==> src/rtl/tmb_pkg.sv <==
`default_nettype none
package tmb_pkg;

  typedef enum logic [2:0] {
    OP_REGISTER  = 3'd0,
    OP_TICK      = 3'd1,
    OP_CLEAR_ID  = 3'd2,
    OP_CLEAR_REP = 3'd3,
    OP_CLEAR_ALL = 3'd4,
    OP_SPARE5    = 3'd5,
    OP_SPARE6    = 3'd6,
    OP_SPARE7    = 3'd7
  } op_t;

  typedef enum logic [2:0] {
    CMD_REG,
    CMD_TICK,
    CMD_CLR_ID,
    CMD_CLR_REP,
    CMD_CLR_ALL,
    CMD_NOP
  } cmd_kind_t;

  typedef enum logic [1:0] {
    EV_WAKE = 2'd0,
    EV_DROP = 2'd1,
    EV_DONE = 2'd2
  } event_kind_t;

  typedef enum logic [2:0] {
    ST_IDLE,
    ST_REG,
    ST_READ,
    ST_EVAL,
    ST_DROP,
    ST_DONE
  } eng_state_t;

  localparam logic PERIODIC_FLAG = 1'b1;

  typedef struct packed {
    cmd_kind_t   kind;
    logic [31:0] now_ticks;
    logic [31:0] wait_ticks;
    logic        repeat_mode;
    logic [15:0] timer_id;
  } cmd_t;

endpackage
`default_nettype wire

==> src/rtl/tmb_ram.sv <==
`default_nettype none
module tmb_ram #(
  parameter int WIDTH = 8,
  parameter int DEPTH = 16
) (
  input  wire logic                                  clk,
  input  wire logic                                  we,
  input  wire logic [(DEPTH > 1 ? $clog2(DEPTH) : 1)-1:0] waddr,
  input  wire logic [WIDTH-1:0]                      wdata,
  input  wire logic                                  re,
  input  wire logic [(DEPTH > 1 ? $clog2(DEPTH) : 1)-1:0] raddr,
  output logic      [WIDTH-1:0]                      rdata
);

  logic [WIDTH-1:0] mem [DEPTH];

  always_ff @(posedge clk) begin
    if (we) begin
      mem[waddr] <= wdata;
    end
    if (re) begin
      rdata <= mem[raddr];
    end
  end

endmodule
`default_nettype wire

==> src/rtl/tmb_front.sv <==
`default_nettype none
module tmb_front (
  input  wire logic          clk,
  input  wire logic          rst,
  input  wire logic          in_valid,
  output logic               in_ready,
  input  wire logic [2:0]    in_op,
  input  wire logic [31:0]   in_now,
  input  wire logic [31:0]   in_wait,
  input  wire logic          in_rep,
  input  wire logic [15:0]   in_tid,
  output logic               cmd_valid,
  input  wire logic          cmd_pop,
  output tmb_pkg::cmd_t      cmd
);

  // Two-entry command queue between the decoder and the slot engine.
  tmb_pkg::cmd_t q [2];
  logic          wr_ptr;
  logic          rd_ptr;
  logic [1:0]    fill;
  tmb_pkg::cmd_t dec;
  logic          push;
  logic          pop;

  always_comb begin
    case (tmb_pkg::op_t'(in_op))
      tmb_pkg::OP_REGISTER:  dec.kind = tmb_pkg::CMD_REG;
      tmb_pkg::OP_TICK:      dec.kind = tmb_pkg::CMD_TICK;
      tmb_pkg::OP_CLEAR_ID:  dec.kind = tmb_pkg::CMD_CLR_ID;
      tmb_pkg::OP_CLEAR_REP: dec.kind = tmb_pkg::CMD_CLR_REP;
      tmb_pkg::OP_CLEAR_ALL: dec.kind = tmb_pkg::CMD_CLR_ALL;
      default:               dec.kind = tmb_pkg::CMD_NOP;
    endcase
    dec.now_ticks   = in_now;
    dec.wait_ticks  = in_wait;
    dec.repeat_mode = in_rep;
    dec.timer_id    = in_tid;
  end

  assign in_ready  = (fill != 2'd2);
  assign push      = in_valid && in_ready;
  assign cmd_valid = (fill != 2'd0);
  assign pop       = cmd_pop && cmd_valid;
  assign cmd       = q[rd_ptr];

  always_ff @(posedge clk) begin
    if (push) begin
      q[wr_ptr] <= dec;
    end
    if (rst) begin
      wr_ptr <= 1'b0;
      rd_ptr <= 1'b0;
      fill   <= 2'd0;
    end else begin
      if (push) begin
        wr_ptr <= ~wr_ptr;
      end
      if (pop) begin
        rd_ptr <= ~rd_ptr;
      end
      if (push && !pop) begin
        fill <= fill + 2'd1;
      end else if (pop && !push) begin
        fill <= fill - 2'd1;
      end
    end
  end

endmodule
`default_nettype wire

==> src/rtl/tmb_engine.sv <==
`default_nettype none
module tmb_engine #(
  parameter int SLOTS   = 16,
  parameter int ID_BITS = 16
) (
  input  wire logic          clk,
  input  wire logic          rst,
  input  wire logic          cmd_valid,
  output logic               cmd_pop,
  input  wire tmb_pkg::cmd_t cmd,
  output logic               ev_valid,
  input  wire logic          ev_ready,
  output logic [1:0]         ev_kind,
  output logic [15:0]        ev_id,
  output logic [4:0]         ev_count,
  output logic               ev_status,
  output logic               ev_last
);

  localparam int SW = (SLOTS > 1) ? $clog2(SLOTS) : 1;
  localparam int NW = $clog2(SLOTS + 1);
  localparam int XW = (ID_BITS > 16) ? ID_BITS : 16;
  localparam int RW = ID_BITS + 65;

  // Slot order: entries below n are live slots, newest first; the rest are free.
  logic [SW-1:0] ord [SLOTS];
  logic [SW-1:0] ord_next [SLOTS];
  logic [NW-1:0] n;
  logic [NW-1:0] n_next;
  logic [NW-1:0] k;
  logic [NW-1:0] k_next;
  logic [NW-1:0] nm1;

  tmb_pkg::eng_state_t state;
  tmb_pkg::eng_state_t state_next;
  tmb_pkg::cmd_t       cur;
  logic [ID_BITS-1:0]  next_id;
  logic [ID_BITS-1:0]  next_id_next;
  logic [4:0]          cnt;
  logic [4:0]          cnt_next;
  logic [15:0]         done_id;
  logic [15:0]         done_id_next;
  logic                done_st;
  logic                done_st_next;

  logic               ram_we;
  logic [SW-1:0]      ram_waddr;
  logic [RW-1:0]      ram_wdata;
  logic               ram_re;
  logic [SW-1:0]      ram_raddr;
  logic [RW-1:0]      ram_rdata;

  logic [ID_BITS-1:0] rd_id;
  logic [31:0]        rd_wait;
  logic [31:0]        rd_start;
  logic               rd_per;
  logic [XW-1:0]      rd_id_x;
  logic [31:0]        elapsed;
  logic               due;
  logic               hit;
  logic               emit_ok;
  logic               emit;
  tmb_pkg::event_kind_t emit_kind;
  logic [15:0]        emit_id;
  logic [4:0]         emit_cnt;
  logic               emit_st;
  logic               emit_last;

  tmb_ram #(.WIDTH(RW), .DEPTH(SLOTS)) u_slots (
    .clk   (clk),
    .we    (ram_we),
    .waddr (ram_waddr),
    .wdata (ram_wdata),
    .re    (ram_re),
    .raddr (ram_raddr),
    .rdata (ram_rdata)
  );

  assign rd_id    = ram_rdata[ID_BITS-1:0];
  assign rd_wait  = ram_rdata[ID_BITS+31:ID_BITS];
  assign rd_start = ram_rdata[ID_BITS+63:ID_BITS+32];
  assign rd_per   = ram_rdata[ID_BITS+64];
  assign rd_id_x  = XW'(rd_id);
  assign elapsed  = cur.now_ticks - rd_start;
  assign due      = (elapsed >= rd_wait);
  assign nm1      = n - NW'(1);
  assign emit_ok  = !ev_valid || ev_ready;

  always_comb begin
    case (cur.kind)
      tmb_pkg::CMD_CLR_ALL: hit = 1'b1;
      tmb_pkg::CMD_CLR_ID:  hit = (rd_id_x == XW'(cur.timer_id));
      tmb_pkg::CMD_CLR_REP: hit = (rd_per == cur.repeat_mode);
      default:              hit = 1'b0;
    endcase
  end

  always_comb begin
    state_next   = state;
    ord_next     = ord;
    n_next       = n;
    k_next       = k;
    cnt_next     = cnt;
    next_id_next = next_id;
    done_id_next = done_id;
    done_st_next = done_st;
    cmd_pop      = 1'b0;
    ram_we       = 1'b0;
    ram_waddr    = ord[k[SW-1:0]];
    ram_wdata    = {rd_per, cur.now_ticks, rd_wait, rd_id};
    ram_re       = 1'b0;
    ram_raddr    = ord[k[SW-1:0]];
    emit         = 1'b0;
    emit_kind    = tmb_pkg::EV_DONE;
    emit_id      = rd_id_x[15:0];
    emit_cnt     = 5'd0;
    emit_st      = 1'b0;
    emit_last    = 1'b0;

    case (state)
      tmb_pkg::ST_IDLE: begin
        if (cmd_valid) begin
          cmd_pop      = 1'b1;
          k_next       = '0;
          cnt_next     = 5'd0;
          done_id_next = 16'd0;
          done_st_next = 1'b0;
          case (cmd.kind)
            tmb_pkg::CMD_REG: state_next = tmb_pkg::ST_REG;
            tmb_pkg::CMD_NOP: state_next = tmb_pkg::ST_DONE;
            default:          state_next = tmb_pkg::ST_READ;
          endcase
        end
      end

      tmb_pkg::ST_REG: begin
        if (n == NW'(SLOTS)) begin
          done_st_next = 1'b1;
        end else begin
          ram_we       = 1'b1;
          ram_waddr    = ord[n[SW-1:0]];
          ram_wdata    = {cur.repeat_mode, cur.now_ticks, cur.wait_ticks, next_id};
          for (int i = 0; i < SLOTS; i++) begin
            if (i == 0) begin
              ord_next[0] = ord[n[SW-1:0]];
            end else if (i <= int'(n)) begin
              ord_next[i] = ord[i-1];
            end
          end
          n_next       = n + NW'(1);
          done_id_next = 16'(XW'(next_id));
          next_id_next = next_id + ID_BITS'(1);
        end
        state_next = tmb_pkg::ST_DONE;
      end

      tmb_pkg::ST_READ: begin
        if (k == n) begin
          state_next = tmb_pkg::ST_DONE;
        end else begin
          ram_re     = 1'b1;
          state_next = tmb_pkg::ST_EVAL;
        end
      end

      tmb_pkg::ST_EVAL: begin
        if (cur.kind == tmb_pkg::CMD_TICK) begin
          if (!due) begin
            k_next     = k + NW'(1);
            state_next = tmb_pkg::ST_READ;
          end else if (emit_ok) begin
            emit      = 1'b1;
            emit_kind = tmb_pkg::EV_WAKE;
            if (rd_per == tmb_pkg::PERIODIC_FLAG) begin
              ram_we     = 1'b1;
              k_next     = k + NW'(1);
              state_next = tmb_pkg::ST_READ;
            end else begin
              state_next = tmb_pkg::ST_DROP;
            end
          end
        end else if (!hit) begin
          k_next     = k + NW'(1);
          state_next = tmb_pkg::ST_READ;
        end else begin
          state_next = tmb_pkg::ST_DROP;
        end
      end

      tmb_pkg::ST_DROP: begin
        if (emit_ok) begin
          emit      = 1'b1;
          emit_kind = tmb_pkg::EV_DROP;
          for (int i = 0; i < SLOTS - 1; i++) begin
            if (i >= int'(k) && (i + 1) < int'(n)) begin
              ord_next[i] = ord[i+1];
            end
          end
          ord_next[nm1[SW-1:0]] = ord[k[SW-1:0]];
          n_next = nm1;
          if (cur.kind != tmb_pkg::CMD_TICK) begin
            cnt_next = cnt + 5'd1;
          end
          state_next = tmb_pkg::ST_READ;
        end
      end

      tmb_pkg::ST_DONE: begin
        if (emit_ok) begin
          emit       = 1'b1;
          emit_kind  = tmb_pkg::EV_DONE;
          emit_id    = done_id;
          emit_cnt   = cnt;
          emit_st    = done_st;
          emit_last  = 1'b1;
          state_next = tmb_pkg::ST_IDLE;
        end
      end

      default: begin
        state_next = tmb_pkg::ST_IDLE;
      end
    endcase
  end

  always_ff @(posedge clk) begin
    if (cmd_pop) begin
      cur <= cmd;
    end
    k       <= k_next;
    cnt     <= cnt_next;
    done_id <= done_id_next;
    done_st <= done_st_next;
    if (emit) begin
      ev_kind   <= emit_kind;
      ev_id     <= emit_id;
      ev_count  <= emit_cnt;
      ev_status <= emit_st;
      ev_last   <= emit_last;
    end
    if (rst) begin
      state    <= tmb_pkg::ST_IDLE;
      n        <= '0;
      next_id  <= '0;
      ev_valid <= 1'b0;
      for (int i = 0; i < SLOTS; i++) begin
        ord[i] <= SW'(i);
      end
    end else begin
      state   <= state_next;
      n       <= n_next;
      next_id <= next_id_next;
      ord     <= ord_next;
      if (emit) begin
        ev_valid <= 1'b1;
      end else if (ev_ready) begin
        ev_valid <= 1'b0;
      end
    end
  end

endmodule
`default_nettype wire

==> src/rtl/timeout_timer_bank.sv <==
`default_nettype none
// Bank of SLOTS timeout timers driven by a command stream.
// Input stream (s_*): one transfer is one operation. s_tuser carries the op code
// (register, tick, clear by id, clear by repeat flag, clear all); s_tdata carries
// the tick count, wait length, repeat flag and the timer id used by clear by id.
// Output stream (m_*): each operation produces a run of wake and drop events,
// newest registered timer first, closed by one done record marked with m_tlast.
// The done record carries the new id for register, the number of dropped timers
// for the clear ops, and a status bit that flags a register into a full bank.
// A decoder with a two-entry queue takes operations while the slot engine is busy.
// The engine visits the live slots one at a time, a read state and then an
// evaluate state per slot, through a slot memory with one read and one write
// port; each drop event adds a drop state. A register op writes a free slot, if
// one is left. The engine takes the next op only after the last op's done record.
// When the receiver stalls, the engine holds its next event and stops; the
// queue fills and s_tready falls. Reset empties the bank, frees all slots,
// sets the next id to zero and drops any queued operations; no clearing pass.
module timeout_timer_bank #(
  parameter int SLOTS   = 16,
  parameter int ID_BITS = 16
) (
  input  wire logic        clk,
  input  wire logic        rst,
  input  wire logic        s_tvalid,
  output logic             s_tready,
  // s_tdata: now_ticks[31:0], wait_ticks[63:32], repeat_mode[64], timer_id[80:65]
  input  wire logic [87:0] s_tdata,
  // s_tuser: op[2:0]
  input  wire logic [2:0]  s_tuser,
  output logic             m_tvalid,
  input  wire logic        m_tready,
  // m_tdata: event_id[15:0], count[20:16], status[21]
  output logic [23:0]      m_tdata,
  // m_tuser: event_kind[1:0]
  output logic [1:0]       m_tuser,
  output logic             m_tlast
);

  logic          cmd_valid;
  logic          cmd_pop;
  tmb_pkg::cmd_t cmd;
  logic [15:0]   ev_id;
  logic [4:0]    ev_count;
  logic          ev_status;

  // Front end: op decode and command queue.
  tmb_front u_front (
    .clk       (clk),
    .rst       (rst),
    .in_valid  (s_tvalid),
    .in_ready  (s_tready),
    .in_op     (s_tuser),
    .in_now    (s_tdata[31:0]),
    .in_wait   (s_tdata[63:32]),
    .in_rep    (s_tdata[64]),
    .in_tid    (s_tdata[80:65]),
    .cmd_valid (cmd_valid),
    .cmd_pop   (cmd_pop),
    .cmd       (cmd)
  );

  // Back end: slot store, age-ordered scan and the output register.
  tmb_engine #(.SLOTS(SLOTS), .ID_BITS(ID_BITS)) u_engine (
    .clk       (clk),
    .rst       (rst),
    .cmd_valid (cmd_valid),
    .cmd_pop   (cmd_pop),
    .cmd       (cmd),
    .ev_valid  (m_tvalid),
    .ev_ready  (m_tready),
    .ev_kind   (m_tuser),
    .ev_id     (ev_id),
    .ev_count  (ev_count),
    .ev_status (ev_status),
    .ev_last   (m_tlast)
  );

  assign m_tdata = {2'b00, ev_status, ev_count, ev_id};

endmodule
`default_nettype wire
==> config.mk <==
export PLATFORM = sky130hd
export DESIGN_NAME = timeout_timer_bank
export DESIGN_NICKNAME = d
export VERILOG_FILES = /design/src/rtl/tmb_pkg.sv /design/src/rtl/tmb_ram.sv /design/src/rtl/tmb_front.sv /design/src/rtl/tmb_engine.sv /design/src/rtl/timeout_timer_bank.sv
export SDC_FILE = /design/constraint.sdc
export NUM_CORES = 2
export LEC_CHECK = 0
export BUFFER_PORTS_ARGS = -buffer_cell sky130_fd_sc_hd__buf_2
export CAP_MARGIN = 15
export CORE_MARGIN = 4
export CORE_UTILIZATION = 63
export DETAILED_ROUTE_END_ITERATION = 10
export PLACE_DENSITY_LB_ADDON = 0.1
export SETUP_SLACK_MARGIN = 0.2
export SLEW_MARGIN = 20
export SYNTH_ARGS = -nofsm -noshare
export SYNTH_HDL_FRONTEND = slang
export SYNTH_HIERARCHICAL = 1
export SYNTH_SLANG_ARGS = --single-unit
export TNS_END_PERCENT = 10
==> constraint.sdc <==
create_clock -name clk -period 12.8 [get_ports clk]
set_input_delay 0 -clock clk [delete_from_list [all_inputs] [get_ports clk]]
set_output_delay 0 -clock clk [all_outputs]
set_load 0.01 [all_outputs]
==> results.yml <==
run_status:
  status: "finished, final reports clean"
cells_and_area:
  syn_to_final_growth_pct: 13.4
  drive_gt1_frac: 0.213
  final_cell_area_mm2: 0.0809
  antenna_cells: 0
  nNetsFinal: 4421
logic_synthesis:
  ys.flop_type: "edfxtp_1"
  ys_types: 69
  synth_seq_area_share: 0.734
  synthCells: 3887
  async_reset_ff_frac: 0
  synth-seq-cells: 1775
  yosys_warnings: 6
  synth_edf_count: 1681
  netlist_area_mm2: 0.0713
  avgSynthCellArea_um2: 18.4
global_route:
  antenna_found_initial: 1
  grt_pass1_wl_um: 249000
  grt_overflow_total: 0
  grt_max_degree: 142
  grt_pass1_vias: 38100
  track_usage: 0.287
drt:
  avgRoutedWirePerCell_um: 28.4
  viasPerCell: 6.49
  drt_wl_total_um: 167000
  ant_nets: 0
  drt_pass1_iterations: 6
  post-route-drc-count: 0
  first_iter_violations: 4018
  vias: 38100
min_path:
  hp-start: "s_tuser[2]"
  hp-class: "input pin to register"
setup_path:
  critPathMaxFanout: 46
  crit_path_end_kind: "register"
  rr_startpoint: "u_engine/cur[49]$_DFFE_PP_"
  crit_path_start: "u_engine/cur[49]$_DFFE_PP_"
  cp_data_arrival_time_ns: 8.94
  startpoint_type: "register"
  required_ns: 13.18
  crit_type: "register to register"
placed_design:
  placedInstanceArea_mm2: 0.0738
  dpl.hpwl_um: 90700
  io_buffers: 114
  gp_congestion: 0.867
pwr:
  leakagePower_nw: 26.8
  cellPowerDensity_mw_per_mm2: 267
  ir_drop_v: 0.000402
sta:
  finalCriticalPeriod_ns: 8.56
  clock_skew_ns: 0.0215
  timing.setup.tns_ns: 0
  clock.fmax_ghz: 0.117
  maxSlewViolCount: 0
  finalHoldViolCount: 0
  tightest_slew_ns: 1.14
  finalCritPeriodShare: 0.669
  setup_viol: 0
  slew-limit-headroom: 0.241
  rsz0062_at_grt: "false"
clock_network:
  cts.path.max_buffers: 3
  cts_buffers: 171
  clock_tree.root_cell: "clkbuf_16"
  cts_sinks: 1775
  htree_levels: 4
  clock_latency_ns: 0.77
  clkTransAtPathRegs_ns: 0.06
  ctsHoldBuffers: 171
  cts_tree: "done"
  cts.repair.resized: 0
  cts_setup_buffers: 0
floorplanning:
  dieWidth_um: 345
  die_h_um: 345
  rows: 123
  pin_count: 124
  die-area_mm2: 0.119
  core_mm2: 0.112
  initial_core_util: 0.634
run:
  maxCapViolCount: 0
[synthesized netlist by cell type (6+ instances only)]
| library cell | number | area share |
|---|---|---|
| and3_1 | 12 | 0.0011 |
| nor2b_1 | 13 | 0.0011 |
| a21oi_1 | 93 | 0.0065 |
| a21o_1 | 29 | 0.0031 |
| buf_1 | 20 | 0.0011 |
| a22oi_1 | 168 | 0.018 |
| nor2_1 | 109 | 0.0057 |
| o311ai_0 | 6 | 0.00074 |
| o21ai_1 | 6 | 0.00042 |
| mux2i_1 | 9 | 0.0013 |
| nand3_1 | 75 | 0.0053 |
| nand2b_1 | 40 | 0.0035 |
| nand2_1 | 317 | 0.017 |
| ha_1 | 76 | 0.013 |
| and2_1 | 31 | 0.0027 |
| or3_1 | 20 | 0.0018 |
| xnor2_1 | 48 | 0.0059 |
| nor3_1 | 16 | 0.0011 |
| o21ai_0 | 70 | 0.0049 |
| o21bai_1 | 9 | 0.00095 |
| a221oi_1 | 10 | 0.0012 |
| buf_2 | 42 | 0.0029 |
| inv_1 | 86 | 0.0045 |
| clkbuf_1 | 97 | 0.0051 |
| buf_4 | 19 | 0.0020 |
| mux4_2 | 360 | 0.11 |
| nand4_1 | 14 | 0.0012 |
| buf_6 | 18 | 0.0028 |
| edfxtp_1 | 1681 | 0.71 |
| dfxtp_1 | 94 | 0.026 |
| a211oi_1 | 9 | 0.00095 |
| xor2_1 | 35 | 0.0043 |
| a31oi_1 | 6 | 0.00053 |
| o211ai_1 | 86 | 0.0090 |
| nor3b_1 | 6 | 0.00063 |
| mux2_2 | 88 | 0.014 |
| a311oi_1 | 16 | 0.0020 |
[power by group]
group          switching, mW  internal [mW]
registers              0.544           8.02
logic                   4.83           3.35
clock network           2.07           2.80
total                   7.45           14.2
[critical path, cell delays in order (launching register included)]
cell       delay, ns
edfxtp_1        0.60
inv_1           0.14
ha_1            0.18
inv_1           0.05
fa_1            0.41
a21oi_1         0.29
o221ai_1        0.31
a41oi_2         0.39
o31ai_1         0.23
o31a_1          0.39
a2111oi_2       0.33
o21bai_1        0.12
a21oi_1         0.19
xnor2_1         0.10
ha_1            0.30
nand4_1         0.14
or3_1           0.41
or2_2           0.30
o221ai_1        0.17
o21bai_1        0.13
a21oi_1         0.15
nor3_2          0.42
nand3_1         0.12
nand2_1         0.13
or3b_1          0.53
nor3_2          0.15
buf_4           0.58
buf_4           0.81
[cell type report]
type,instances,area (um2)
sequential,1775,52400
fill,6751,31600
multi-input combinational,1830,17800
clock buffer,223,4650
timing repair buffer,384,3090
tap,1500,1880
clock inverter,82,724
inverter,87,347
[metal layers]
layer,global-route usage,vias up,share of wire
li1,-,16400,-
met5,0,-,0
met4,0.0807,0,0.026
met2,0.465,1895,0.49
met3,0.0376,256,0.082
met1,0.421,19600,0.40
[placed cells by master, fill, tap and decap left out, types with 93 or more instances in the layout]
cell type and n:
buf_2 114, mux4_2 360, nand2_1 317, a22oi_1 168
a21oi_1 93, edfxtp_1 1681, dfxtp_1 93, buf_4 94
dlygate4sd3_1 171, nor2_1 94, clkbuf_16 177
[kinds of logic (layout without fill, tap and decap cells)]
family / count (synthesis) / after routing / synth area share
compound gates: 536 / 536 / 0.0516
xor+xnor: 83 / 83 / 0.0102
fa+ha+maj: 77 / 77 / 0.0136
buf+inv: 283 / 776 / 0.0185
flops: 1775 / 1775 / 0.734
mux: 457 / 457 / 0.129
other cells: 1 / 2 / 0.0000526
simple gates: 675 / 675 / 0.0433
[metrics by stage]
step | utilization | power [mW] | hold slack (ns) | setup WS (ns) | std cells
after global placement | 0.656 | 16.6 | 0.188 | 4.34 | 5405
final | 0.719 | 21.6 | 0.117 | 4.24 | 5881
after CTS | 0.719 | 21.7 | 0.0614 | 4.25 | 5881
after global routing | 0.719 | 22.7 | 0.113 | 3.84 | 5881
after detailed placement | 0.656 | 16.8 | 0.191 | 4.27 | 5405
after floorplan | - | 14.4 | 0.0691 | 1.46 | 3888
[registers in the layout (all words and copies together) (netlist names), named ones only]
register / cells
u_engine/ev_count: 5
u_engine/u_slots/rdata: 81
u_engine/u_slots/mem: 1296
u_engine/k: 5
u_front/rd_ptr: 1
u_engine/ev_last: 1
u_front/fill: 2
u_engine/done_id: 16
u_engine/ev_id: 16
u_engine/cur: 84
u_engine/ord: 64
u_engine/cnt: 5
u_engine/state: 3
u_front/q: 168
u_engine/next_id: 16
u_engine/ev_valid: 1
u_engine/ev_status: 1
u_front/wr_ptr: 1
u_engine/done_st: 1
u_engine/n: 5
u_engine/ev_kind: 2
[worst paths after layout]
path	to	slack, ns	cells after the start
max	u_engine/u_slots/mem[0][63]$_DFFE_PP_	4.24	27
min	u_front/q[1][82]$_DFFE_PP_	0.12	3
max reg2reg	u_engine/u_slots/mem[0][63]$_DFFE_PP_	4.24	27
min reg2reg	u_front/rd_ptr$_SDFFE_PP0P_	0.51	2
Note: power is estimated with default switching activity, not from simulation.
